[config.mk]
export PLATFORM = sky130hd
export DESIGN_NAME = emulated_physical_timer_regs
export DESIGN_NICKNAME = d
export VERILOG_FILES = /design/src/hdl/ept_pkg.sv /design/src/hdl/emulated_physical_timer_regs.sv /design/src/hdl/ept_in_stage.sv /design/src/hdl/ept_timer_core.sv
export SDC_FILE = /design/constraint.sdc
export NUM_CORES = 1
export LEC_CHECK = 0
export BUFFER_PORTS_ARGS = -buffer_cell sky130_fd_sc_hd__buf_4
export CAP_MARGIN = 20
export CORE_AREA = 2 2 210 212
export DETAILED_ROUTE_END_ITERATION = 7
export DIE_AREA = 0 0 212 214
export PLACE_DENSITY = 0.83
export SETUP_SLACK_MARGIN = 0.3
export SLEW_MARGIN = 20
export SYNTH_ARGS = -nofsm -noshare
export SYNTH_HDL_FRONTEND = slang
export SYNTH_HIERARCHICAL = 1
export SYNTH_SLANG_ARGS = --single-unit
export TNS_END_PERCENT = 100
[constraint.sdc]
create_clock -name clk -period 13.9 [get_ports clk]
set_input_delay 2.085 -clock clk [delete_from_list [all_inputs] [get_ports clk]]
set_output_delay 2.085 -clock clk [all_outputs]
set_load 0.005 [all_outputs]
[src/hdl/ept_pkg.sv]
// Shared types and codes for the emulated physical timer register block.
`timescale 1ns / 1ps
package ept_pkg;

  // Operation codes
  localparam logic [1:0] OP_READ  = 2'd0;
  localparam logic [1:0] OP_WRITE = 2'd1;
  localparam logic [1:0] OP_TICK  = 2'd2;

  // Register select codes
  localparam logic [1:0] SEL_CTL  = 2'd0;
  localparam logic [1:0] SEL_CMP  = 2'd1;
  localparam logic [1:0] SEL_TVAL = 2'd2;

  // Configuration register indexes
  localparam logic CFG_TIME_OFFSET = 1'b0;
  localparam logic CFG_READ_CLEARS = 1'b1;

  // Control register layout
  localparam int CTL_W      = 3;
  localparam int CTL_ENABLE = 0;
  localparam int CTL_IMASK  = 1;
  localparam int CTL_STATUS = 2;

  localparam int DATA_W = 64;
  localparam int TVAL_W = 32;

  // One input word
  typedef struct packed {
    logic [1:0]        op;
    logic [1:0]        reg_select;
    logic [DATA_W-1:0] write_data;
    logic [DATA_W-1:0] sys_count;
    logic              fiq_pending;
  } ept_item_t;

  // One result word
  typedef struct packed {
    logic [DATA_W-1:0] read_data;
    logic              irq_raise;
    logic              irq_clear;
  } ept_result_t;

endpackage

[src/hdl/emulated_physical_timer_regs.sv]
// Top level of the emulated physical timer register block.
// Each accepted word is held in the input register, then its result in the result register.
// Throughput: one word per cycle; timer state is updated as each word passes
// to the result register, and a stalled result holds the input register.
// Reset: synchronous active-low rst_n clears timer state, configuration
// and both valid flags.
`timescale 1ns / 1ps
module emulated_physical_timer_regs (
  input  logic        clk,
  input  logic        rst_n,
  input  logic        in_valid,
  output logic        in_stall,
  input  logic [1:0]  in_op,
  input  logic [1:0]  in_reg_select,
  input  logic [63:0] in_write_data,
  input  logic [63:0] in_sys_count,
  input  logic        in_fiq_pending,
  output logic        out_valid,
  input  logic        out_stall,
  output logic [63:0] out_read_data,
  output logic        out_irq_raise,
  output logic        out_irq_clear,
  input  logic        cfg_wr_en,
  input  logic        cfg_addr,
  input  logic [63:0] cfg_wr_data
);
  import ept_pkg::*;

  ept_item_t   in_item;
  ept_item_t   item;
  logic        item_valid;
  logic        advance;
  ept_result_t result;
  ept_result_t res_r;
  logic        out_valid_r, out_valid_nxt;

  assign in_item.op          = in_op;
  assign in_item.reg_select  = in_reg_select;
  assign in_item.write_data  = in_write_data;
  assign in_item.sys_count   = in_sys_count;
  assign in_item.fiq_pending = in_fiq_pending;

  // Move the held word on when the result register is free or draining
  assign advance = item_valid && (!out_valid_r || !out_stall);

  ept_in_stage u_in_stage (
    .clk        (clk),
    .rst_n      (rst_n),
    .in_valid   (in_valid),
    .in_stall   (in_stall),
    .in_item    (in_item),
    .advance    (advance),
    .item_valid (item_valid),
    .item       (item)
  );

  ept_timer_core u_core (
    .clk         (clk),
    .rst_n       (rst_n),
    .cfg_wr_en   (cfg_wr_en),
    .cfg_addr    (cfg_addr),
    .cfg_wr_data (cfg_wr_data),
    .advance     (advance),
    .item        (item),
    .result      (result)
  );

  // Result register valid
  always_comb begin
    out_valid_nxt = out_valid_r && out_stall;
    if (advance) begin
      out_valid_nxt = 1'b1;
    end
  end

  always_ff @(posedge clk) begin
    if (!rst_n) begin
      out_valid_r <= 1'b0;
    end else begin
      out_valid_r <= out_valid_nxt;
    end
  end

  // Hold result payload
  always_ff @(posedge clk) begin
    if (advance) begin
      res_r <= result;
    end
  end

  assign out_valid     = out_valid_r;
  assign out_read_data = res_r.read_data;
  assign out_irq_raise = res_r.irq_raise;
  assign out_irq_clear = res_r.irq_clear;

endmodule

[src/hdl/ept_in_stage.sv]
// Input register stage: holds one accepted word until the core consumes it.
`timescale 1ns / 1ps
module ept_in_stage (
  input  logic               clk,
  input  logic               rst_n,
  input  logic               in_valid,
  output logic               in_stall,
  input  ept_pkg::ept_item_t in_item,
  input  logic               advance,
  output logic               item_valid,
  output ept_pkg::ept_item_t item
);
  import ept_pkg::*;

  logic      valid_r, valid_nxt;
  ept_item_t item_r;
  logic      load;

  // Take a new word when empty or when the held word moves on
  assign load     = !valid_r || advance;
  assign in_stall = !load;

  always_comb begin
    valid_nxt = valid_r;
    if (load) begin
      valid_nxt = in_valid;
    end
  end

  always_ff @(posedge clk) begin
    if (!rst_n) begin
      valid_r <= 1'b0;
    end else begin
      valid_r <= valid_nxt;
    end
  end

  // Capture payload
  always_ff @(posedge clk) begin
    if (load && in_valid) begin
      item_r <= in_item;
    end
  end

  assign item_valid = valid_r;
  assign item       = item_r;

endmodule

[src/hdl/ept_timer_core.sv]
// Timer state, configuration registers and per-word register access logic.
`timescale 1ns / 1ps
module ept_timer_core (
  input  logic                clk,
  input  logic                rst_n,
  input  logic                cfg_wr_en,
  input  logic                cfg_addr,
  input  logic [63:0]         cfg_wr_data,
  input  logic                advance,
  input  ept_pkg::ept_item_t  item,
  output ept_pkg::ept_result_t result
);
  import ept_pkg::*;

  logic [DATA_W-1:0] offset_r;
  logic              rd_clears_r;
  logic [CTL_W-1:0]  ctl_r, ctl_nxt;
  logic [DATA_W-1:0] cmp_r, cmp_nxt;
  logic              armed_r, armed_nxt;

  logic [DATA_W-1:0] cmp_view;
  logic [DATA_W-1:0] tval_diff;
  logic [DATA_W-1:0] cmp_from_data;
  logic [DATA_W-1:0] cmp_from_count;
  logic              expired;

  // Shared arithmetic, all wrapping at 64 bits
  assign cmp_view       = cmp_r - offset_r;
  assign tval_diff      = cmp_r - item.sys_count;
  assign cmp_from_data  = item.write_data + offset_r;
  assign cmp_from_count = item.sys_count + item.write_data;
  assign expired        = armed_r && (item.sys_count >= cmp_r);

  // Decode the word and compute next state and result
  always_comb begin
    ctl_nxt   = ctl_r;
    cmp_nxt   = cmp_r;
    armed_nxt = armed_r;
    result    = '0;
    unique case (item.op)
      OP_READ: begin
        unique case (item.reg_select)
          SEL_CTL: begin
            result.read_data = {{(DATA_W-CTL_W){1'b0}}, ctl_r};
            if (rd_clears_r && ctl_r[CTL_STATUS] && item.fiq_pending) begin
              ctl_nxt[CTL_STATUS] = 1'b0;
              result.irq_clear    = 1'b1;
            end
          end
          SEL_CMP:  result.read_data = cmp_view;
          SEL_TVAL: result.read_data = {{(DATA_W-TVAL_W){1'b0}}, tval_diff[TVAL_W-1:0]};
          default: ;
        endcase
      end
      OP_WRITE: begin
        unique case (item.reg_select)
          SEL_CTL: begin
            // Drop written status; keep old status only while enabled
            ctl_nxt[CTL_ENABLE] = item.write_data[CTL_ENABLE];
            ctl_nxt[CTL_IMASK]  = item.write_data[CTL_IMASK];
            ctl_nxt[CTL_STATUS] = item.write_data[CTL_ENABLE] && ctl_r[CTL_STATUS];
            armed_nxt = item.write_data[CTL_ENABLE] && (cmp_r != '0);
          end
          SEL_CMP: begin
            cmp_nxt = cmp_from_data;
            if (ctl_r[CTL_ENABLE]) begin
              ctl_nxt[CTL_STATUS] = 1'b0;
              armed_nxt           = 1'b1;
            end
          end
          SEL_TVAL: begin
            cmp_nxt = cmp_from_count;
            if (ctl_r[CTL_ENABLE]) begin
              ctl_nxt[CTL_STATUS] = 1'b0;
              armed_nxt           = 1'b1;
            end
          end
          default: ;
        endcase
      end
      OP_TICK: begin
        // Expire: set status, clear compare, disarm, raise unless masked
        if (expired) begin
          ctl_nxt[CTL_STATUS] = 1'b1;
          cmp_nxt             = '0;
          armed_nxt           = 1'b0;
          result.irq_raise    = !ctl_r[CTL_IMASK];
        end
      end
      default: ;
    endcase
  end

  // Timer state advances only when the word moves to the result register
  always_ff @(posedge clk) begin
    if (!rst_n) begin
      ctl_r   <= '0;
      cmp_r   <= '0;
      armed_r <= 1'b0;
    end else if (advance) begin
      ctl_r   <= ctl_nxt;
      cmp_r   <= cmp_nxt;
      armed_r <= armed_nxt;
    end
  end

  // Configuration writes
  always_ff @(posedge clk) begin
    if (!rst_n) begin
      offset_r    <= '0;
      rd_clears_r <= 1'b0;
    end else if (cfg_wr_en) begin
      unique case (cfg_addr)
        CFG_TIME_OFFSET: offset_r    <= cfg_wr_data;
        CFG_READ_CLEARS: rd_clears_r <= cfg_wr_data[0];
        default: ;
      endcase
    end
  end

endmodule
**After elaboration in Yosys (flattened, before gate mapping)**

Cells that the tools add are included.

- Eq/ne operators: 10
- Reductions and logical operators: 29
- Muxes and demuxes: 16
- Add/subtract/negate cells: 4
- Magnitude comparators: 1
- Bitwise operators: 1

Operators by type and width:

| operator | count |
|---|---|
| $pmux W64 S2 | 2 |
| $pmux W64 S3 | 1 |
| $add A64 B64 Y64 | 2 |
| $ge A64 B64 Y1 | 1 |
| $mux W64 | 1 |
| $reduce_bool A64 Y1 | 1 |
| $sub A64 B64 Y64 | 1 |
| $sub A32 B32 Y32 | 1 |
| $logic_and A1 B1 Y1 | 8 |
| $mux W1 | 8 |
| $reduce_and A2 Y1 | 4 |
| $reduce_and A7 Y1 | 1 |
| $ne A3 B3 Y1 const B | 2 |
| $pmux W1 S2 | 3 |
| $logic_not A1 Y1 | 5 |
| $reduce_and A5 Y1 | 1 |
| $eq A2 B1 Y1 const B | 2 |
| $eq A2 B2 Y1 const B | 2 |
| $logic_not A2 Y1 | 2 |
| $ne A2 B1 Y1 const B | 2 |
| $reduce_and A4 Y1 | 1 |
| $ne A3 B2 Y1 const B | 1 |
| $pmux W1 S3 | 1 |
| $reduce_and A3 Y1 | 1 |
| other kinds (6) | 7 |

- Output and inout port bits: 68
- Register bits: 334
- Logic and storage cells: 77
- Input bits: 203

**Logic depth before layout (Yosys ltp)**

Gate-level depths: netlist of the first run.

- Word-level depth: 5
- Depth in mapped cells: 19
- Mapped depth without buffers: 16

**Hierarchy**

Netlist of the first run, hierarchy kept.

By module, submodules not included:

| module | cells an instance | area an instance (µm²) | seq. area each (µm²) | instances |
|---|---|---|---|---|
| ept_timer_core | 2453 | 17032.6 | 2662.6 | 1 |
| ept_in_stage | 137 | 4041.4 | 4013.8 | 1 |
| emulated_physical_timer_regs | 70 | 2020.7 | 2001.9 | 1 |

**Least setup slack after synthesis of the first run**

No wires, ideal clock.

- Path kind: input -> register
- Start: in out_stall
- End: reg u_in_stage.item_r, in the netlist u_in_stage/item[0] (enable)
- Data arrival time: 13217 ps
- Setup time: 639 ps
- Required time: 13261 ps
- Path buffers: 0
- Cell stages on the path: 3
- Slack: 44 ps
- Cells stage by stage: a21boi_0 > nor2b_4 > nor2b_1

- Cells in the longest elaborated chain, start to end: 5

Ends and longest elaborated chain:

| what | line | RTL |
|---|---|---|
| from (decl) | emulated_physical_timer_regs.sv:19 | `input logic out_stall,` |
| $logic_not A1 Y1 | emulated_physical_timer_regs.sv:44 | `assign advance = item_valid && (!out_valid_r \|\| !out_stall);` |
| $logic_or A1 B1 Y1 | emulated_physical_timer_regs.sv:44 |  |
| $logic_and A1 B1 Y1 | emulated_physical_timer_regs.sv:44 |  |
| $logic_or A1 B1 Y1 | ept_in_stage.sv:20 | `assign load = !valid_r \|\| advance;` |
| $logic_and A1 B1 Y1 | ept_in_stage.sv:40 | `if (load && in_valid) begin` |
| to (signal assigned) | ept_in_stage.sv:41 | `item_r <= in_item;` |
| to (decl) | ept_in_stage.sv:16 | `ept_item_t item_r;` |

No other way between the ends.
A chain may end at the register's enable or synchronous reset.

**Worst setup path after layout of the first run**

- Start: reg u_in_stage.item_r, in the netlist u_in_stage/item[129]
- End: reg u_core.cmp_r[63]

- Cells in the longest elaborated chain, start to end: 3
- Elaborated cells between the ends (all ways): 6
- Those cells by class: eq/ne: 3; mux: 2; reduce/logical: 1

Ends and longest elaborated chain:

| what | line | RTL |
|---|---|---|
| $eq A2 B2 Y1 or $eq A2 B1 Y1 (tied branches) | ept_timer_core.sv:56 | `unique case (item.reg_select)` |
| $pmux W64 S2 or $ne A3 B3 Y1 (tied branches) | -- |  |
| $pmux W64 S2 or $reduce_and A4 Y1 (tied branches) | -- |  |
| to (signal assigned) | ept_timer_core.sv:102 | `cmp_r <= cmp_nxt;` |
| to (decl) | ept_timer_core.sv:18 | `logic [DATA_W-1:0] cmp_r, cmp_nxt;` |

Parallel ways exist; a longest one is shown, timed or not.

==> reports/summary.txt, run 1 <==
Status -> completed
Global route overflow -> 0
Yosys reg bits -> 334
Clock tree from TritonCTS -> built
Number of diodes added for antenna fixing -> 0
Count of routing violations after the opening detailed-route iteration -> 2384
Vias in the first global route -> 20111
Number of setup buffers added after CTS -> 0
Final-layout setup total negative slack -> 0 ns
Final period util -> 0.3937
Synth warn -> 6
Reg2reg start -> u_in_stage/item[129]
Count of vias placed by the detailed router -> 21292
Hold Path Origin -> u_core/offset_r[51]
Combined area of all synthesized cells -> 23090 um^2
Floorplan die area -> 45370 um^2
Number of filler cells placed in the layout -> 3594
Number of cells on the worst hold path -> 2
Fmax -> 0.1827 GHz
ANT nets after route -> 0
Minimum setup slack in the final design -> 8.428 ns
Worst ir drop on vdd -> 97.71 uV
Post-synthesis cell type with the largest combined area -> edfxtp_1
Unrepaired setup endpoints after global routing -> false
Most used cells in the layout excluding fill and tap cells -> nand2_1, a21oi_1, buf_4
Sequential fraction of the synthesis area -> 0.3758
Slew Limit Fails -> 0
Largest cells by area after synthesis -> edfxtp_1, ha_1, dfxtp_1
Final Critical Period -> 5.472 ns
Antenna violations before repair -> 1
Hold path endpoint -> u_core/offset_r[51]
Standard cell core area -> 42890 um^2
Syn Area/Cell -> 8.682 um^2
GRT Util Overall -> 0.3243
Worst hold path class -> reg -> reg
Root cell of the clock tree -> clkbuf_16
Hold bufs inserted after CTS -> 0
Worst R2R End -> u_core/cmp_r[63]
Post-placement worst setup slack -> 8.446 ns
Synth cell types -> 93
Number of endpoints with negative hold slack in the final report -> 0
Die Height -> 214 um
Required time at the endpoint of the critical path -> 14.36 ns
CTS sink count -> 334
# setup viols final -> 0
Transition time at the pin with the least slew margin -> 1.133 ns
Worst Reg-to-Reg Cells -> 16
Final routed wirelength across all metal layers -> 75110 um
Die width -> 212 um
I/O pin count -> 271
Crit path max fanout -> 60
Most common library cell in the layout ignoring fill and taps -> nand2_1
Synthesis-to-finish area growth -> 15.65%
Number of nets at the end of the flow -> 3285
Wire length of the first global-routing pass -> 114200 um
Number of nets produced by synthesis -> 3094
Starting Density -> 0.5385
H-tree depth -> 2
Count of flip-flops with a built-in enable after synthesis -> 199
DRC violations left -> 0
Share of layout cells above drive strength 1 -> 0.1344
Number of buffers added by the clock tree synthesis step -> 37
Async set-or-reset flop fraction in the synthesized netlist -> 0
Drt via density -> 6.147
Cell leakage power -> 11.47 nW
Detailed Routing Iterations Pass 1 -> 6
Power per cell area -> 116.7 nW/um^2
Detailed-route wire length per cell -> 21.68 um
Max Cap Viol -> 0
Flop2flop setup slack -> 8.43 ns
Count of input and output buffers -> 270
Standard-cell rows -> 76
Arrival time reported for the critical path endpoint -> 5.93 ns
Ys flop type -> edfxtp_1
HPWL reported at the end of detailed placement -> 58380 um
Buffer levels on the longest clock path -> 3
Area share of the leading cell type in the synthesized netlist -> 0.2587
Launching element type of the critical path -> flop
Placer's final routability congestion estimate -> 1.064
Post-CTS Resized -> 0
Post-Syn Instances -> 2660
Start-to-end type of the worst setup path -> reg -> reg
Worst Clk Skew -> 0.01790 ns
Pin count of the biggest net entering global routing -> 71
Clock transition at the registers of the reported paths -> 0.06 ns
Crit path capture type -> flop
Insertion delay of the later-clocked pin in the worst-skew pair -> 0.57 ns
Slew Limit Headroom -> 0.2445
## worst max-delay path: stages (launching register included)
cell      delay [ns]
edfxtp_1        0.42
inv_1           0.15
ha_4            0.55
buf_4           0.52
o21ai_0         0.19
ha_1            0.31
a21o_1          0.11
a21oi_1         0.10
o211ai_1        0.55
a31oi_1         0.25
o21bai_1        0.44
a311oi_1        0.16
buf_4           0.20
o31ai_1         0.57
o21ai_0         0.31
a21o_1          0.24
a32o_1          0.23
## layout make-up
cell class                      instances  area [um^2]  share of cell area
Clock buffer                           46         1011             0.03785
Tap cell                              585        732.0             0.02740
Inverter                              211        792.0             0.02965
Clock inverter                         21        212.7            0.007964
Multi-Input combinational cell       1982        13140              0.4921
Timing Repair Buffer                  285         2140             0.08010
Sequential cell                       334         8678              0.3249
## metal layers
metal / global-route usage / up-vias / share of wire
met5: 0 / - / 0.00021
met4: 0.09131 / 2 / 0.027
li1: - / 9960 / -
met1: 0.4644 / 10107 / 0.44
met2: 0.5034 / 1090 / 0.44
met3: 0.05571 / 133 / 0.087
## per-stage QoR
step | area, um^2 | util | total power (W) | cells | hold WS [ns]
after global routing | 26710 | 0.6228 | 0.003238 | 3464 | 0.4766
after global placement | 25490 | 0.5943 | 0.002085 | 3397 | 0.4438
after detailed placement | 25490 | 0.5943 | 0.002100 | 3397 | 0.4487
after floorplan | 23100 | - | 0.001796 | 2660 | 0.4363
final | 26710 | 0.6228 | 0.003116 | 3464 | 0.4552
after CTS | 26710 | 0.6228 | 0.003101 | 3464 | 0.4572
## cell usage after synthesis (6+ instances only)
master,number
edfxtp_1,199
dfxtp_1,135
buf_2,18
nor3_1,56
a21boi_0,8
o2111ai_1,6
nand2_1,309
and3_1,13
or3_1,10
clkbuf_1,100
xor2_1,53
o31ai_1,11
nand4_1,54
a22o_1,19
a31oi_1,20
xnor2_1,77
a211oi_1,11
or2_2,6
a21oi_1,286
nor2_1,163
nand3_1,52
nand2b_1,24
ha_1,228
a22oi_1,18
o211ai_1,21
o22ai_1,17
and2_1,13
nor4_1,28
a211o_1,10
inv_1,211
o21ai_0,167
buf_1,11
mux2i_1,8
o21a_1,17
nor2b_1,31
a21o_1,118
o21bai_1,26
## logic make-up after synthesis
| kind of cell | Yosys count | share of synthesized area |
|---|---|---|
| simple gates | 782 | 0.1581 |
| buf+inv | 344 | 0.05710 |
| mux | 9 | 0.003955 |
| compound gates | 830 | 0.2297 |
| flops | 334 | 0.3758 |
| xor+xnor | 130 | 0.04930 |
| fa+ha+maj | 231 | 0.1261 |
## where the power goes
part           internal [W]  leakage (nW)  switching [W]
Clock              0.000576         0.587       0.000424
Sequential          0.00111          3.03      0.0000488
Combinational      0.000370          7.86       0.000583
## state kept, by name, summed over array words and instances (netlist names)
| name | flops |
|---|---|
| out_irq_clear | 1 |
| out_irq_raise | 1 |
| out_read_data | 64 |
| out_valid | 1 |
| u_core/armed_r | 1 |
| u_core/cmp_r | 64 |
| u_core/ctl_r | 3 |
| u_core/offset_r | 64 |
| u_core/rd_clears_r | 1 |
| u_in_stage/item | 133 |
| u_in_stage/item_valid | 1 |
## how the worst max path moves through the flow
stage / endpoint / slack (ns) / from
finish: u_core/cmp_r[63] / 8.43 / u_in_stage/item[129]
global route: u_core/cmp_r[61] / 8.25 / u_in_stage/item[129]
CTS: in_stall / 8.44 / out_stall
detailed placement: in_stall / 8.45 / out_stall
global placement: in_stall / 8.49 / out_stall
floorplan: u_in_stage/item[0] / 2.55 / out_stall
(Power assumes the default switching activity.)
==> run 2: changes to the inputs <==
--- a/config.mk
+++ b/config.mk
@@ -5,12 +5,13 @@
 export SDC_FILE = /design/constraint.sdc
 export NUM_CORES = 1
 export LEC_CHECK = 0
+export ABC_AREA = 1
 export BUFFER_PORTS_ARGS = -buffer_cell sky130_fd_sc_hd__buf_4
 export CAP_MARGIN = 20
-export CORE_AREA = 2 2 210 212
+export CORE_AREA = 2 2 217 219
 export DETAILED_ROUTE_END_ITERATION = 7
-export DIE_AREA = 0 0 212 214
-export PLACE_DENSITY = 0.83
+export DIE_AREA = 0 0 219 221
+export PLACE_DENSITY = 0.81
 export SETUP_SLACK_MARGIN = 0.3
 export SLEW_MARGIN = 20
 export SYNTH_ARGS = -nofsm -noshare
==> constraint.sdc (replaced) <==
create_clock -name clk -period 5.7 [get_ports clk]
set_input_delay 0.855 -clock clk [delete_from_list [all_inputs] [get_ports clk]]
set_output_delay 0.855 -clock clk [all_outputs]
set_load 0.005 [all_outputs]
==> reports/summary.txt, run 2 <==
Status -> finished with violations
Violations in the final reports -> DRC
Final standard cell area without fillers -> 29000 um^2
Post-route worst hold slack -> 0.4548 ns
Area taken by flip-flops and latches -> 8678 um^2
Crit path max fanout -> 136
Start-to-end type of the worst setup path -> reg -> reg
Count of flip-flops with a built-in enable after synthesis -> 199
GRT Util Overall -> 0.3671
Post-synthesis cell type with the largest combined area -> edfxtp_1
Flop2flop setup slack -> 1.71 ns
Worst Clk Skew -> 0.03150 ns
Syn Area/Cell -> 7.016 um^2
Transition time at the pin with the least slew margin -> 1.074 ns
Ys flop type -> edfxtp_1
Clock tree from TritonCTS -> built
Final-layout setup total negative slack -> 0 ns
Most common library cell in the layout ignoring fill and taps -> nand2_1
Number of setup buffers added after CTS -> 0
Fmax -> 0.2509 GHz
Detailed Routing Iterations Pass 1 -> 8
Synth warn -> 6
Starting Density -> 0.5448
Unrepaired setup endpoints after global routing -> false
Power spent charging and discharging nets -> 0.002962 W
Number of nets at the end of the flow -> 4260
Most frequent cell after synthesis -> nand2_1
ANT nets after route -> 0
Standard-cell rows -> 79
Combinational fraction of design power -> 0.334
Number of nets produced by synthesis -> 4011
Footprint of the multi-input gates -> 14090 um^2
Max Cap Viol -> 0
Max FFs per register -> 133
Synthesis-to-finish area growth -> 15.54%
Vias in the first global route -> 23720
Insertion delay of the later-clocked pin in the worst-skew pair -> 0.58 ns
Instance area after placement -> 27730 um^2
Root cell of the clock tree -> clkbuf_16
Slew Limit Headroom -> 0.2798
Final period util -> 0.6992
Slew Limit Fails -> 0
Sequential fraction of the synthesis area -> 0.3458
Count of routing violations after the opening detailed-route iteration -> 3652
Launching element type of the critical path -> flop
Area share of the leading cell type in the synthesized netlist -> 0.2381
Required time at the endpoint of the critical path -> 6.13 ns
Drt via density -> 5.840
Yosys reg bits -> 334
Clock transition at the registers of the reported paths -> 0.06 ns
Post-CTS Resized -> 0
Detailed-route wire length per cell -> 20.29 um
Pin count of the biggest net entering global routing -> 137
List of most frequent post-synthesis cells -> nand2_1, inv_1, a21oi_1, nor2_1, o21ai_0
Internal power of the cells -> 0.005035 W
Final Critical Period -> 3.985 ns
Largest cells by area after synthesis -> edfxtp_1, ha_1, dfxtp_1
Most used cells in the layout excluding fill and tap cells -> nand2_1, inv_1, a21oi_1
Combined area of all synthesized cells -> 25100 um^2
HPWL reported at the end of detailed placement -> 73190 um
Worst ir drop on vdd -> 380.1 uV
Number of diodes added for antenna fixing -> 0
Die Height -> 221 um
Final routed wirelength across all metal layers -> 90520 um
Cell leakage power -> 13.17 nW
Number of endpoints with negative hold slack in the final report -> 0
CTS sink count -> 334
Net Sw Frac -> 0.3704
Async set-or-reset flop fraction in the synthesized netlist -> 0
Hold bufs inserted after CTS -> 0
Worst hold path class -> in -> reg
# setup viols final -> 0
Synth cell types -> 50
Share of layout cells above drive strength 1 -> 0.1014
Number of buffers added by the clock tree synthesis step -> 37
Number of filler cells placed in the layout -> 4261
Global route overflow -> 0
Die width -> 219 um
Placer's final routability congestion estimate -> 1.087
Count of input and output buffers -> 270
Post-Syn Instances -> 3577
Share of total power in the clock network -> 0.309
I/O pin count -> 271
Power per cell area -> 275.8 nW/um^2
Floorplan die area -> 48400 um^2
Buffer levels on the longest clock path -> 3
Antenna violations before repair -> 0
Arrival time reported for the critical path endpoint -> 4.41 ns
Wire length of the first global-routing pass -> 135300 um
H-tree depth -> 2
Count of vias placed by the detailed router -> 26057
Share of power burned in registers -> 0.357
DRC violations left -> 6
Standard cell core area -> 46060 um^2
Crit path capture type -> flop
Total power after layout -> 0.007997 W
run 2: path summary, 6_finish.rpt:
kind / start / to / cells after the start
worst max register to register: u_in_stage/item[129] / u_core/cmp_r[31] / 16
worst min-delay path: in_sys_count[9] / u_in_stage/item[10] / 1
worst min register to register: u_core/rd_clears_r / u_core/rd_clears_r / 2
worst max-delay path: u_in_stage/item[129] / u_core/cmp_r[31] / 16
run 2: cell families after synthesis:
family | share of synthesized area
buf+inv | 0.09393
compound gates | 0.1919
xor+xnor | 0.005584
fa+ha+maj | 0.1161
simple gates | 0.2467
flops | 0.3458
run 2: area by class of cell:
class,instances,area share
inverter,542,0.07021
sequential,334,0.2993
timing repair buffer,282,0.07474
multi-input combinational,2629,0.4860
clock inverter,22,0.006861
clock buffer,46,0.03672
tap,607,0.02619
run 2: per-layer routing:
layer,track usage,vias to the layer above,share of wire
li1,-,12473,-
met1,0.5284,11816,0.41
met2,0.5377,1557,0.42
met3,0.07643,211,0.13
met4,0.1432,0,0.043
met5,0,-,0
run 2: worst max-delay path, stage by stage (launching register included):
cell and delay [ns]:
edfxtp_1 0.42, inv_1 0.15, ha_4 0.17, buf_12 0.39, o21ai_0 0.48, ha_1 0.56, nand2_1 0.11, nor2_1 0.26
nand2_1 0.12, o21ai_0 0.38, nand2_1 0.17, nand2_1 0.17, nand2_1 0.08, nand3_1 0.07, nand3_1 0.12, nand2_1 0.12
a21oi_1 0.05
run 2: stage by stage:
| stage | utilization | cells | setup slack (ns) |
|---|---|---|---|
| after floorplan | - | 3577 | 0.9675 |
| after global placement | 0.6021 | 4394 | 1.943 |
| after detailed placement | 0.6021 | 4394 | 1.897 |
| after CTS | 0.6295 | 4462 | 1.855 |
| after global routing | 0.6295 | 4462 | 1.384 |
| final | 0.6295 | 4462 | 1.715 |
run 2: power by group through the flow:
stage	sequential [W]	combinational [W]	clock, W
finish	0.00285	0.00267	0.00247
global route	0.00286	0.00292	0.00259
CTS	0.00284	0.00257	0.00250
detailed placement	0.00289	0.00256	0
global placement	0.00289	0.00254	0
floorplan	0.00284	0.00174	0
